### src/sv/hcr_pkg.sv
// hcr_pkg: shared constants for the hsv / cmyk to rgb converter
// no dependencies; used by the converter top level
`timescale 1ns / 1ps
`default_nettype none

package hcr_pkg;

    // operation codes carried on func
    localparam logic [1:0] FUNC_HSV  = 2'd0;
    localparam logic [1:0] FUNC_CMYK = 2'd1;
    localparam logic [1:0] FUNC_RGB  = 2'd2;

    localparam logic [5:0]  DEG_PER_SECTOR = 6'd60;
    localparam logic [15:0] HUE_FULL       = 16'd360;
    localparam logic [7:0]  CHAN_MAX       = 8'd255;

    // floor(y / 60) == (y * RECIP_DIV60) >> RECIP_SHIFT for y < 2**Y_BITS
    localparam int unsigned Y_BITS      = 14;
    localparam logic [14:0] RECIP_DIV60 = 15'd17477;
    localparam int unsigned RECIP_SHIFT = 20;

    // sequencer state codes
    typedef logic [2:0] state_t;
    localparam state_t S_IDLE = 3'd0;
    localparam state_t S_MU   = 3'd1;
    localparam state_t S_W    = 3'd2;
    localparam state_t S_MV   = 3'd3;
    localparam state_t S_Y    = 3'd4;
    localparam state_t S_MK   = 3'd5;
    localparam state_t S_Q    = 3'd6;
    localparam state_t S_DONE = 3'd7;

endpackage

`default_nettype wire

### src/sv/hcr_mul.sv
// hcr_mul: shared unsigned multiplier with a registered product
// no dependencies
`timescale 1ns / 1ps
`default_nettype none

module hcr_mul #(
    parameter int unsigned A_WIDTH = 17,
    parameter int unsigned B_WIDTH = 22
) (
    input  wire logic                         clk,
    input  wire logic [A_WIDTH-1:0]           a,
    input  wire logic [B_WIDTH-1:0]           b,
    output logic      [A_WIDTH+B_WIDTH-1:0]   p
);

    logic [A_WIDTH+B_WIDTH-1:0] p_reg;
    logic [A_WIDTH+B_WIDTH-1:0] p_next;

    assign p_next = {{B_WIDTH{1'b0}}, a} * {{A_WIDTH{1'b0}}, b};

    always_ff @(posedge clk)
    begin
        p_reg <= p_next;
    end

    assign p = p_reg;

endmodule

`default_nettype wire

### src/sv/hsv_cmyk_to_rgb_converter_unit.sv
// hsv / cmyk to rgb converter top level, depends on hcr_pkg and hcr_mul
// sequence: a direct load or rejected request goes straight to S_DONE, which loads the result register;
//   an hsv or cmyk conversion runs S_MU, S_W, S_MV, S_Y, S_MK, S_Q per channel on one shared multiplier, then S_DONE
// flow: a new request is not taken until the previous one has loaded its result;
//   req_ready is high only while the sequencer is idle, a held result stalls the sequencer in S_DONE
// reset: asynchronous active-low rst_n clears the current color to black, empties the result
`timescale 1ns / 1ps
`default_nettype none

module hsv_cmyk_to_rgb_converter_unit #(
    parameter int unsigned FRACTION_BITS = 8
) (
    input  wire logic               clk,
    input  wire logic               rst_n,
    // request channel
    input  wire logic               req_valid,
    output logic                    req_ready,
    input  wire logic [1:0]         func,
    input  wire logic [15:0]        hue,
    input  wire logic signed [10:0] saturation,
    input  wire logic signed [10:0] brightness,
    input  wire logic signed [10:0] cyan,
    input  wire logic signed [10:0] magenta,
    input  wire logic signed [10:0] yellow,
    input  wire logic signed [10:0] black_level,
    input  wire logic [7:0]         red_in,
    input  wire logic [7:0]         green_in,
    input  wire logic [7:0]         blue_in,
    // result channel
    output logic                    res_valid,
    input  wire logic               res_ready,
    output logic [7:0]              red,
    output logic [7:0]              green,
    output logic [7:0]              blue,
    output logic                    accepted
);

    // every channel reduces to floor(vv * (60*one - a*u) * 255 / (60 * one**2)):
    //   hsv:  vv = value, a = saturation, u = 0 (C), 60-t (X) or 60 (zero channel)
    //   cmyk: vv = one - key, a = colour fraction, u = 60
    // the floor is split into a shift by 2*FRACTION_BITS and a reciprocal divide by 60

    localparam int unsigned F  = FRACTION_BITS;
    localparam int unsigned VW = F + 1;                 // fraction 0..one
    localparam int unsigned WW = F + 6;                 // 60*one - a*u
    localparam int unsigned YW = hcr_pkg::Y_BITS;
    localparam int unsigned MA = (VW > YW) ? VW : YW;   // multiplier operand a
    localparam int unsigned MB = (WW > 15) ? WW : 15;   // multiplier operand b
    localparam int unsigned PW = MA + MB;

    localparam logic [VW-1:0] ONE    = VW'(1) << F;
    localparam logic [WW-1:0] W_FULL = WW'(hcr_pkg::DEG_PER_SECTOR) << F;

    function automatic logic frac_ok(input logic [10:0] x);
        frac_ok = !x[10] && ({22'd0, x[9:0]} <= 32'(ONE));
    endfunction

    // ---------------------------------------------------------------- state
    hcr_pkg::state_t state_reg, state_next;
    logic [1:0]      ch_reg, ch_next;
    logic            res_valid_reg, res_valid_next;
    logic [7:0]      cur_red_reg, cur_red_next;
    logic [7:0]      cur_green_reg, cur_green_next;
    logic [7:0]      cur_blue_reg, cur_blue_next;

    // per-request working registers
    logic [VW-1:0]   a_reg [3];
    logic [VW-1:0]   a_next [3];
    logic [5:0]      u_reg [3];
    logic [5:0]      u_next [3];
    logic [VW-1:0]   vv_reg, vv_next;
    logic [WW-1:0]   w_reg, w_next;
    logic [YW-1:0]   y_reg, y_next;
    logic            ok_reg, ok_next;

    // result register
    logic [7:0]      res_red_reg, res_red_next;
    logic [7:0]      res_green_reg, res_green_next;
    logic [7:0]      res_blue_reg, res_blue_next;
    logic            res_ok_reg, res_ok_next;

    // shared multiplier
    logic [MA-1:0]   mul_a;
    logic [MB-1:0]   mul_b;
    logic [PW-1:0]   prod;

    hcr_mul #(
        .A_WIDTH (MA),
        .B_WIDTH (MB)
    ) u_mul (
        .clk (clk),
        .a   (mul_a),
        .b   (mul_b),
        .p   (prod)
    );

    // ---------------------------------------------------------- hue decode
    logic [8:0] h_deg;
    logic [2:0] sector;
    logic [8:0] sector_base;
    logic [5:0] hue_frac;
    logic [5:0] ux;

    always_comb
    begin
        // 360 wraps to red
        h_deg = (hue == hcr_pkg::HUE_FULL) ? 9'd0 : hue[8:0];
        if (h_deg >= 9'(5 * hcr_pkg::DEG_PER_SECTOR))
            sector = 3'd5;
        else if (h_deg >= 9'(4 * hcr_pkg::DEG_PER_SECTOR))
            sector = 3'd4;
        else if (h_deg >= 9'(3 * hcr_pkg::DEG_PER_SECTOR))
            sector = 3'd3;
        else if (h_deg >= 9'(2 * hcr_pkg::DEG_PER_SECTOR))
            sector = 3'd2;
        else if (h_deg >= 9'(hcr_pkg::DEG_PER_SECTOR))
            sector = 3'd1;
        else
            sector = 3'd0;

        case (sector)
            3'd1:    sector_base = 9'(hcr_pkg::DEG_PER_SECTOR);
            3'd2:    sector_base = 9'(2 * hcr_pkg::DEG_PER_SECTOR);
            3'd3:    sector_base = 9'(3 * hcr_pkg::DEG_PER_SECTOR);
            3'd4:    sector_base = 9'(4 * hcr_pkg::DEG_PER_SECTOR);
            3'd5:    sector_base = 9'(5 * hcr_pkg::DEG_PER_SECTOR);
            default: sector_base = 9'd0;
        endcase

        hue_frac = 6'(h_deg - sector_base);
        // weight of the X channel: 60 - t, with t = f on even sectors, 60 - f on odd
        ux = sector[0] ? hue_frac : 6'(hcr_pkg::DEG_PER_SECTOR - hue_frac);
    end

    // ------------------------------------------------------ datapath taps
    logic [PW+7:0] scaled;     // prod * 255
    logic [8:0]    quot;
    logic [7:0]    chan_byte;

    assign scaled    = {prod, 8'd0} - {8'd0, prod};
    assign quot      = prod[hcr_pkg::RECIP_SHIFT+8:hcr_pkg::RECIP_SHIFT];
    assign chan_byte = quot[8] ? hcr_pkg::CHAN_MAX : quot[7:0];

    assign req_ready = (state_reg == hcr_pkg::S_IDLE);

    // ---------------------------------------------------------- sequencer
    always_comb
    begin
        state_next     = state_reg;
        ch_next        = ch_reg;
        cur_red_next   = cur_red_reg;
        cur_green_next = cur_green_reg;
        cur_blue_next  = cur_blue_reg;
        a_next         = a_reg;
        u_next         = u_reg;
        vv_next        = vv_reg;
        w_next         = w_reg;
        y_next         = y_reg;
        ok_next        = ok_reg;
        res_red_next   = res_red_reg;
        res_green_next = res_green_reg;
        res_blue_next  = res_blue_reg;
        res_ok_next    = res_ok_reg;
        res_valid_next = res_valid_reg && !res_ready;
        mul_a          = '0;
        mul_b          = '0;

        case (state_reg)
            hcr_pkg::S_IDLE:
            begin
                if (req_valid)
                begin
                    ch_next = 2'd0;
                    case (func)
                        hcr_pkg::FUNC_HSV:
                        begin
                            vv_next   = VW'(brightness[9:0]);
                            a_next[0] = VW'(saturation[9:0]);
                            a_next[1] = VW'(saturation[9:0]);
                            a_next[2] = VW'(saturation[9:0]);
                            // (r,g,b) weights per sector: C gets 0, X gets ux, zero gets 60
                            case (sector)
                                3'd0:
                                begin
                                    u_next[0] = 6'd0;
                                    u_next[1] = ux;
                                    u_next[2] = hcr_pkg::DEG_PER_SECTOR;
                                end
                                3'd1:
                                begin
                                    u_next[0] = ux;
                                    u_next[1] = 6'd0;
                                    u_next[2] = hcr_pkg::DEG_PER_SECTOR;
                                end
                                3'd2:
                                begin
                                    u_next[0] = hcr_pkg::DEG_PER_SECTOR;
                                    u_next[1] = 6'd0;
                                    u_next[2] = ux;
                                end
                                3'd3:
                                begin
                                    u_next[0] = hcr_pkg::DEG_PER_SECTOR;
                                    u_next[1] = ux;
                                    u_next[2] = 6'd0;
                                end
                                3'd4:
                                begin
                                    u_next[0] = ux;
                                    u_next[1] = hcr_pkg::DEG_PER_SECTOR;
                                    u_next[2] = 6'd0;
                                end
                                default:
                                begin
                                    u_next[0] = 6'd0;
                                    u_next[1] = hcr_pkg::DEG_PER_SECTOR;
                                    u_next[2] = ux;
                                end
                            endcase
                            if (hue <= hcr_pkg::HUE_FULL && frac_ok(saturation)
                                && frac_ok(brightness))
                            begin
                                ok_next    = 1'b1;
                                state_next = hcr_pkg::S_MU;
                            end
                            else
                            begin
                                ok_next    = 1'b0;
                                state_next = hcr_pkg::S_DONE;
                            end
                        end
                        hcr_pkg::FUNC_CMYK:
                        begin
                            vv_next   = ONE - VW'(black_level[9:0]);
                            a_next[0] = VW'(cyan[9:0]);
                            a_next[1] = VW'(magenta[9:0]);
                            a_next[2] = VW'(yellow[9:0]);
                            u_next[0] = hcr_pkg::DEG_PER_SECTOR;
                            u_next[1] = hcr_pkg::DEG_PER_SECTOR;
                            u_next[2] = hcr_pkg::DEG_PER_SECTOR;
                            if (frac_ok(cyan) && frac_ok(magenta) && frac_ok(yellow)
                                && frac_ok(black_level))
                            begin
                                ok_next    = 1'b1;
                                state_next = hcr_pkg::S_MU;
                            end
                            else
                            begin
                                ok_next    = 1'b0;
                                state_next = hcr_pkg::S_DONE;
                            end
                        end
                        hcr_pkg::FUNC_RGB:
                        begin
                            cur_red_next   = red_in;
                            cur_green_next = green_in;
                            cur_blue_next  = blue_in;
                            ok_next        = 1'b1;
                            state_next     = hcr_pkg::S_DONE;
                        end
                        default:
                        begin
                            // unused selector, color kept
                            ok_next    = 1'b0;
                            state_next = hcr_pkg::S_DONE;
                        end
                    endcase
                end
            end

            hcr_pkg::S_MU:
            begin
                mul_a      = MA'(a_reg[ch_reg]);
                mul_b      = MB'(u_reg[ch_reg]);
                state_next = hcr_pkg::S_W;
            end

            hcr_pkg::S_W:
            begin
                w_next     = W_FULL - prod[WW-1:0];
                state_next = hcr_pkg::S_MV;
            end

            hcr_pkg::S_MV:
            begin
                mul_a      = MA'(vv_reg);
                mul_b      = MB'(w_reg);
                state_next = hcr_pkg::S_Y;
            end

            hcr_pkg::S_Y:
            begin
                // floor(prod * 255 / one**2)
                y_next     = scaled[2*F+YW-1:2*F];
                state_next = hcr_pkg::S_MK;
            end

            hcr_pkg::S_MK:
            begin
                mul_a      = MA'(y_reg);
                mul_b      = MB'(hcr_pkg::RECIP_DIV60);
                state_next = hcr_pkg::S_Q;
            end

            hcr_pkg::S_Q:
            begin
                case (ch_reg)
                    2'd0:    cur_red_next   = chan_byte;
                    2'd1:    cur_green_next = chan_byte;
                    default: cur_blue_next  = chan_byte;
                endcase
                if (ch_reg == 2'd2)
                    state_next = hcr_pkg::S_DONE;
                else
                begin
                    ch_next    = ch_reg + 2'd1;
                    state_next = hcr_pkg::S_MU;
                end
            end

            hcr_pkg::S_DONE:
            begin
                // wait for the result register to free up
                if (!res_valid_reg || res_ready)
                begin
                    res_red_next   = cur_red_reg;
                    res_green_next = cur_green_reg;
                    res_blue_next  = cur_blue_reg;
                    res_ok_next    = ok_reg;
                    res_valid_next = 1'b1;
                    state_next     = hcr_pkg::S_IDLE;
                end
            end

            default:
            begin
                state_next = hcr_pkg::S_IDLE;
            end
        endcase
    end

    // control and color state
    always_ff @(posedge clk or negedge rst_n)
    begin
        if (!rst_n)
        begin
            state_reg     <= hcr_pkg::S_IDLE;
            ch_reg        <= 2'd0;
            res_valid_reg <= 1'b0;
            cur_red_reg   <= 8'd0;
            cur_green_reg <= 8'd0;
            cur_blue_reg  <= 8'd0;
        end
        else
        begin
            state_reg     <= state_next;
            ch_reg        <= ch_next;
            res_valid_reg <= res_valid_next;
            cur_red_reg   <= cur_red_next;
            cur_green_reg <= cur_green_next;
            cur_blue_reg  <= cur_blue_next;
        end
    end

    // payload, no reset
    always_ff @(posedge clk)
    begin
        a_reg         <= a_next;
        u_reg         <= u_next;
        vv_reg        <= vv_next;
        w_reg         <= w_next;
        y_reg         <= y_next;
        ok_reg        <= ok_next;
        res_red_reg   <= res_red_next;
        res_green_reg <= res_green_next;
        res_blue_reg  <= res_blue_next;
        res_ok_reg    <= res_ok_next;
    end

    assign res_valid = res_valid_reg;
    assign red       = res_red_reg;
    assign green     = res_green_reg;
    assign blue      = res_blue_reg;
    assign accepted  = res_ok_reg;

endmodule

`default_nettype wire
### config.mk
export PLATFORM = sky130hd
export DESIGN_NAME = hsv_cmyk_to_rgb_converter_unit
export DESIGN_NICKNAME = d
export VERILOG_FILES = /design/src/sv/hcr_pkg.sv /design/src/sv/hcr_mul.sv /design/src/sv/hsv_cmyk_to_rgb_converter_unit.sv
export SDC_FILE = /design/constraint.sdc
export NUM_CORES = 1
export LEC_CHECK = 0
export BUFFER_PORTS_ARGS = -buffer_cell sky130_fd_sc_hd__buf_2
export CAP_MARGIN = 15
export CORE_ASPECT_RATIO = 1.5
export CORE_MARGIN = 2
export CORE_UTILIZATION = 55
export CTS_CLUSTER_SIZE = 12
export DETAILED_ROUTE_END_ITERATION = 10
export HOLD_SLACK_MARGIN = 0.15
export PLACE_DENSITY = 0.74
export SLEW_MARGIN = 10
export SYNTH_ARGS = -nofsm -noshare
export SYNTH_HDL_FRONTEND = slang
export SYNTH_SLANG_ARGS = --single-unit
### constraint.sdc
create_clock -name clk -period 7 [get_ports clk]
set_input_delay 1.05 -clock clk [delete_from_list [all_inputs] [get_ports clk]]
set_output_delay 1.05 -clock clk [all_outputs]
set_load 0.1 [all_outputs]
==> flow_metrics.py <==
metrics = {
    "route": {
        "post_drt_wl_per_cell_um": 17.42,
        "antenna_left": 0,
        "dr.pass1.iters": 5,
        "wirelength_um": 37120,
        "drt_iter0_markers": 597,
        "vias": 11790,
        "drcViolationCount": 0,
        "routed_via_density": 5.534,
    },
    "synthesis": {
        "yosysWarnings": 0,
        "yosysSeqAreaShare_pct": 30.30,
        "synth_top_family_by_area": "adder cells",
        "synth_edf_count": 108,
        "synth_flop_cell": "edfxtp_1",
        "synth_xor_area_share_pct": 3.597,
        "ys_types": 72,
        "synth-simple-area-share_pct": 15.74,
        "synth_compound_area_share_pct": 11.42,
        "syn_area_sq_um": 15100,
        "async_reset_ff_share_pct": 17.96,
        "synth_area_per_cell_sq_um": 9.653,
        "synth_mux_area_share_pct": 1.434,
        "synth_fa_ha_area_share_pct": 30.70,
        "synth-seq-cells": 167,
        "syn_inst": 1564,
    },
    "floorplanning": {
        "initial_utilization_pct": 55.65,
        "boundaryPins": 139,
        "dieWidth_um": 139.3,
        "core-area_sq_um": 27130,
        "die_h_um": 206.9,
        "die-area_sq_um": 28820,
        "std_cell_rows": 74,
    },
    "critical_path": {
        "cp.arrival_ns": 7.15,
        "crit_path_top_delay_cell": "fa_1",
        "r2r_start": "ch_reg[1]",
        "reg2reg_slack_ns": 0.22,
        "crit_path_end_kind": "flip-flop",
        "worst_path_most_repeated_cell": "fa_1",
        "crit_type": "flip-flop to flip-flop",
        "critPathMaxFanout": 6,
        "slowest_delay_ns": 0.55,
        "reg2reg_to": "u_mul.p[22]",
        "start_kind": "flip-flop",
        "worst-r2r-cell-count": 25,
        "crit_required_ns": 7.37,
    },
    "pwr": {
        "power.total_mw": 8.820,
        "sequentialPowerShare_pct": 19.8,
        "leakage_nw": 8.343,
        "switching_share_pct": 48.85,
        "powerDensity_nw_per_um2": 507.0,
        "p_sw_mw": 4.309,
        "p_comb_share_pct": 70.0,
        "p_clk_share_pct": 10.2,
        "power.internal_mw": 4.511,
        "peakVddDrop_mv": 0.2672,
    },
    "sta": {
        "rsz0062_at_grt": "yes",
        "relSlewSlack_pct": 21.79,
        "finalSetupViolations": 0,
        "fin_crit_sh_pct": 96.90,
        "finClkSkew_ns": 0.01193,
        "min_period_ns": 6.783,
        "drv_slew": 0,
        "whs_ns": 0.4256,
        "worst_slew_pin_slew_ns": 1.168,
        "fmax_mhz": 147.4,
        "finalHoldViolations": 0,
    },
    "clock_tree": {
        "clkLatencyLatePin_ns": 0.44,
        "clockBufferDepth": 2,
        "cts_tree": "built",
        "cts-root-buf": "clkbuf_16",
        "clkTransAtPathRegs_ns": 0.07,
        "cts_sinks": 167,
        "cts_hold_buffers": 0,
        "htree_levels": 4,
        "cts_buffers": 17,
    },
    "hold_path": {
        "hold_class": "flip-flop to flip-flop",
        "min_from": "ok_reg",
        "holdPathEnd": "accepted",
        "holdPathStages": 0,
    },
    "global_routing": {
        "grt_pass1_wl_um": 59730,
        "grt_overflow": 0,
        "grt_max_degree": 55,
        "grt_pass1_vias": 12070,
        "antenna_found_initial": 1,
        "grt_use_total_pct": 26.43,
    },
    "finish": {
        "syn_to_final_growth_pct": 15.24,
        "fin_nets": 2165,
        "final_common_cell": "inv_1",
        "multiInputGateArea_sq_um": 9838,
        "drive_above_1_share_pct": 16.72,
        "fillers": 2217,
        "largest_register_ffs": 29,
        "final_cell_mix": "inv_1, nand2_1, fa_1, buf_2, ha_1",
        "ff_latch_area_sq_um": 4576,
    },
    "placed_design": {
        "hpwl_um": 30770,
        "portBuffers": 138,
        "place_congestion": 0.9376,
    },
    "status": {
        "outcome": "finished, final reports clean",
    },
    "run": {
        "maxCapViolCount": 0,
    },
}
power by group through the flow:
stage          logic, mW  clock network [mW]  registers [mW]
2_1_floorplan       4.19                   0            1.86
3_3_place_gp        5.77                   0            1.75
3_5_place_dp        5.91                   0            1.75
4_1_cts             5.97               0.913            1.74
5_1_grt             6.92               0.949            1.77
6_report            6.17               0.900            1.75
cell usage after synthesis, types with 13 or more instances:
cell type	count	share of area, %
nand2_1	206	5.1
or2_2	16	0.66
nor4_1	16	0.66
fa_1	154	20
nor2_1	89	2.2
o21ai_0	78	2.6
o22ai_1	21	0.87
edfxtp_1	108	21
a21o_1	22	1.1
inv_1	218	5.4
nand3_1	17	0.56
nor3_1	29	0.96
ha_1	124	10
clkbuf_1	48	1.2
mux2_2	13	0.97
nor2b_1	26	1.1
xnor2_1	45	2.6
xor2_1	17	0.99
dfrtp_1	30	5.0
a21oi_1	55	1.8
and3_1	15	0.62
and2_1	22	0.91
dfxtp_1	29	3.8
per-layer routing:
layer | up-vias | wire, um | global-route usage [%]
met2 | 354 | 20140 | 50.19
met1 | 5695 | 13930 | 29.88
met3 | 99 | 1303 | 2.584
met5 | - | 0 | 0
met4 | 0 | 1741 | 12.30
li1 | 5645 | - | -
per-stage QoR:
stage                     instances  cell area, sq um  worst slack [ns]  setup TNS (ns)  utilization [%]
after floorplan                1612             15280           0.08307               0                -
after global placement         2090             16610            0.1778               0            61.21
after detailed placement       2090             16610           0.04743               0            61.21
after CTS                      2122             17190           0.05974               0            63.37
after global routing           2131             17400          -0.05632         -0.1245            64.13
final                          2131             17400            0.2168               0            64.13
worst max-delay path: cells and delay by family, from the launching register on:
family / cells / cell delay, ns
compound gates: 6 / 0.71
fa+ha+maj: 7 / 3.39
buf+inv: 7 / 0.84
flops: 1 / 0.46
mux: 1 / 0.22
simple gates: 4 / 1.08
what timing repair did:
| item | 4_1_cts | 5_1_grt |
|---|---|---|
| endpoints found under the setup margin | 1 | 14 |
| gates resized for setup | 1 | 32 |
| cloned | 0 | 1 |
| buffers inserted | 0 | 6 |
| pin swaps | 0 | 7 |
worst max-delay path by stage:
stage               slack [ns]  startpoint           to
detailed placement        0.05   ch_reg[1]  u_mul.p[24]
floorplan                 0.08   ch_reg[1]  u_mul.p[25]
finish                    0.22   ch_reg[1]  u_mul.p[22]
global route             -0.06   ch_reg[1]  u_mul.p[23]
global placement          0.18   ch_reg[1]  u_mul.p[24]
CTS                       0.06   ch_reg[1]  u_mul.p[24]
cell type report:
type                            count  area share (%)
Antenna cell                        1         0.01438
Sequential cell                   167           26.30
Clock buffer                       17           2.445
Tap cell                          342           2.460
Timing Repair Buffer              197           6.631
Inverter                          218           4.703
Multi-Input combinational cell   1174           56.55
Clock inverter                     15          0.8990
kinds of logic after synthesis:
group / after synthesis
xor+xnor: 62
buf+inv: 271
mux: 20
compound gates: 269
fa+ha+maj: 278
flops: 167
simple gates: 495
other cells: 2
(Power assumes the default switching activity.)
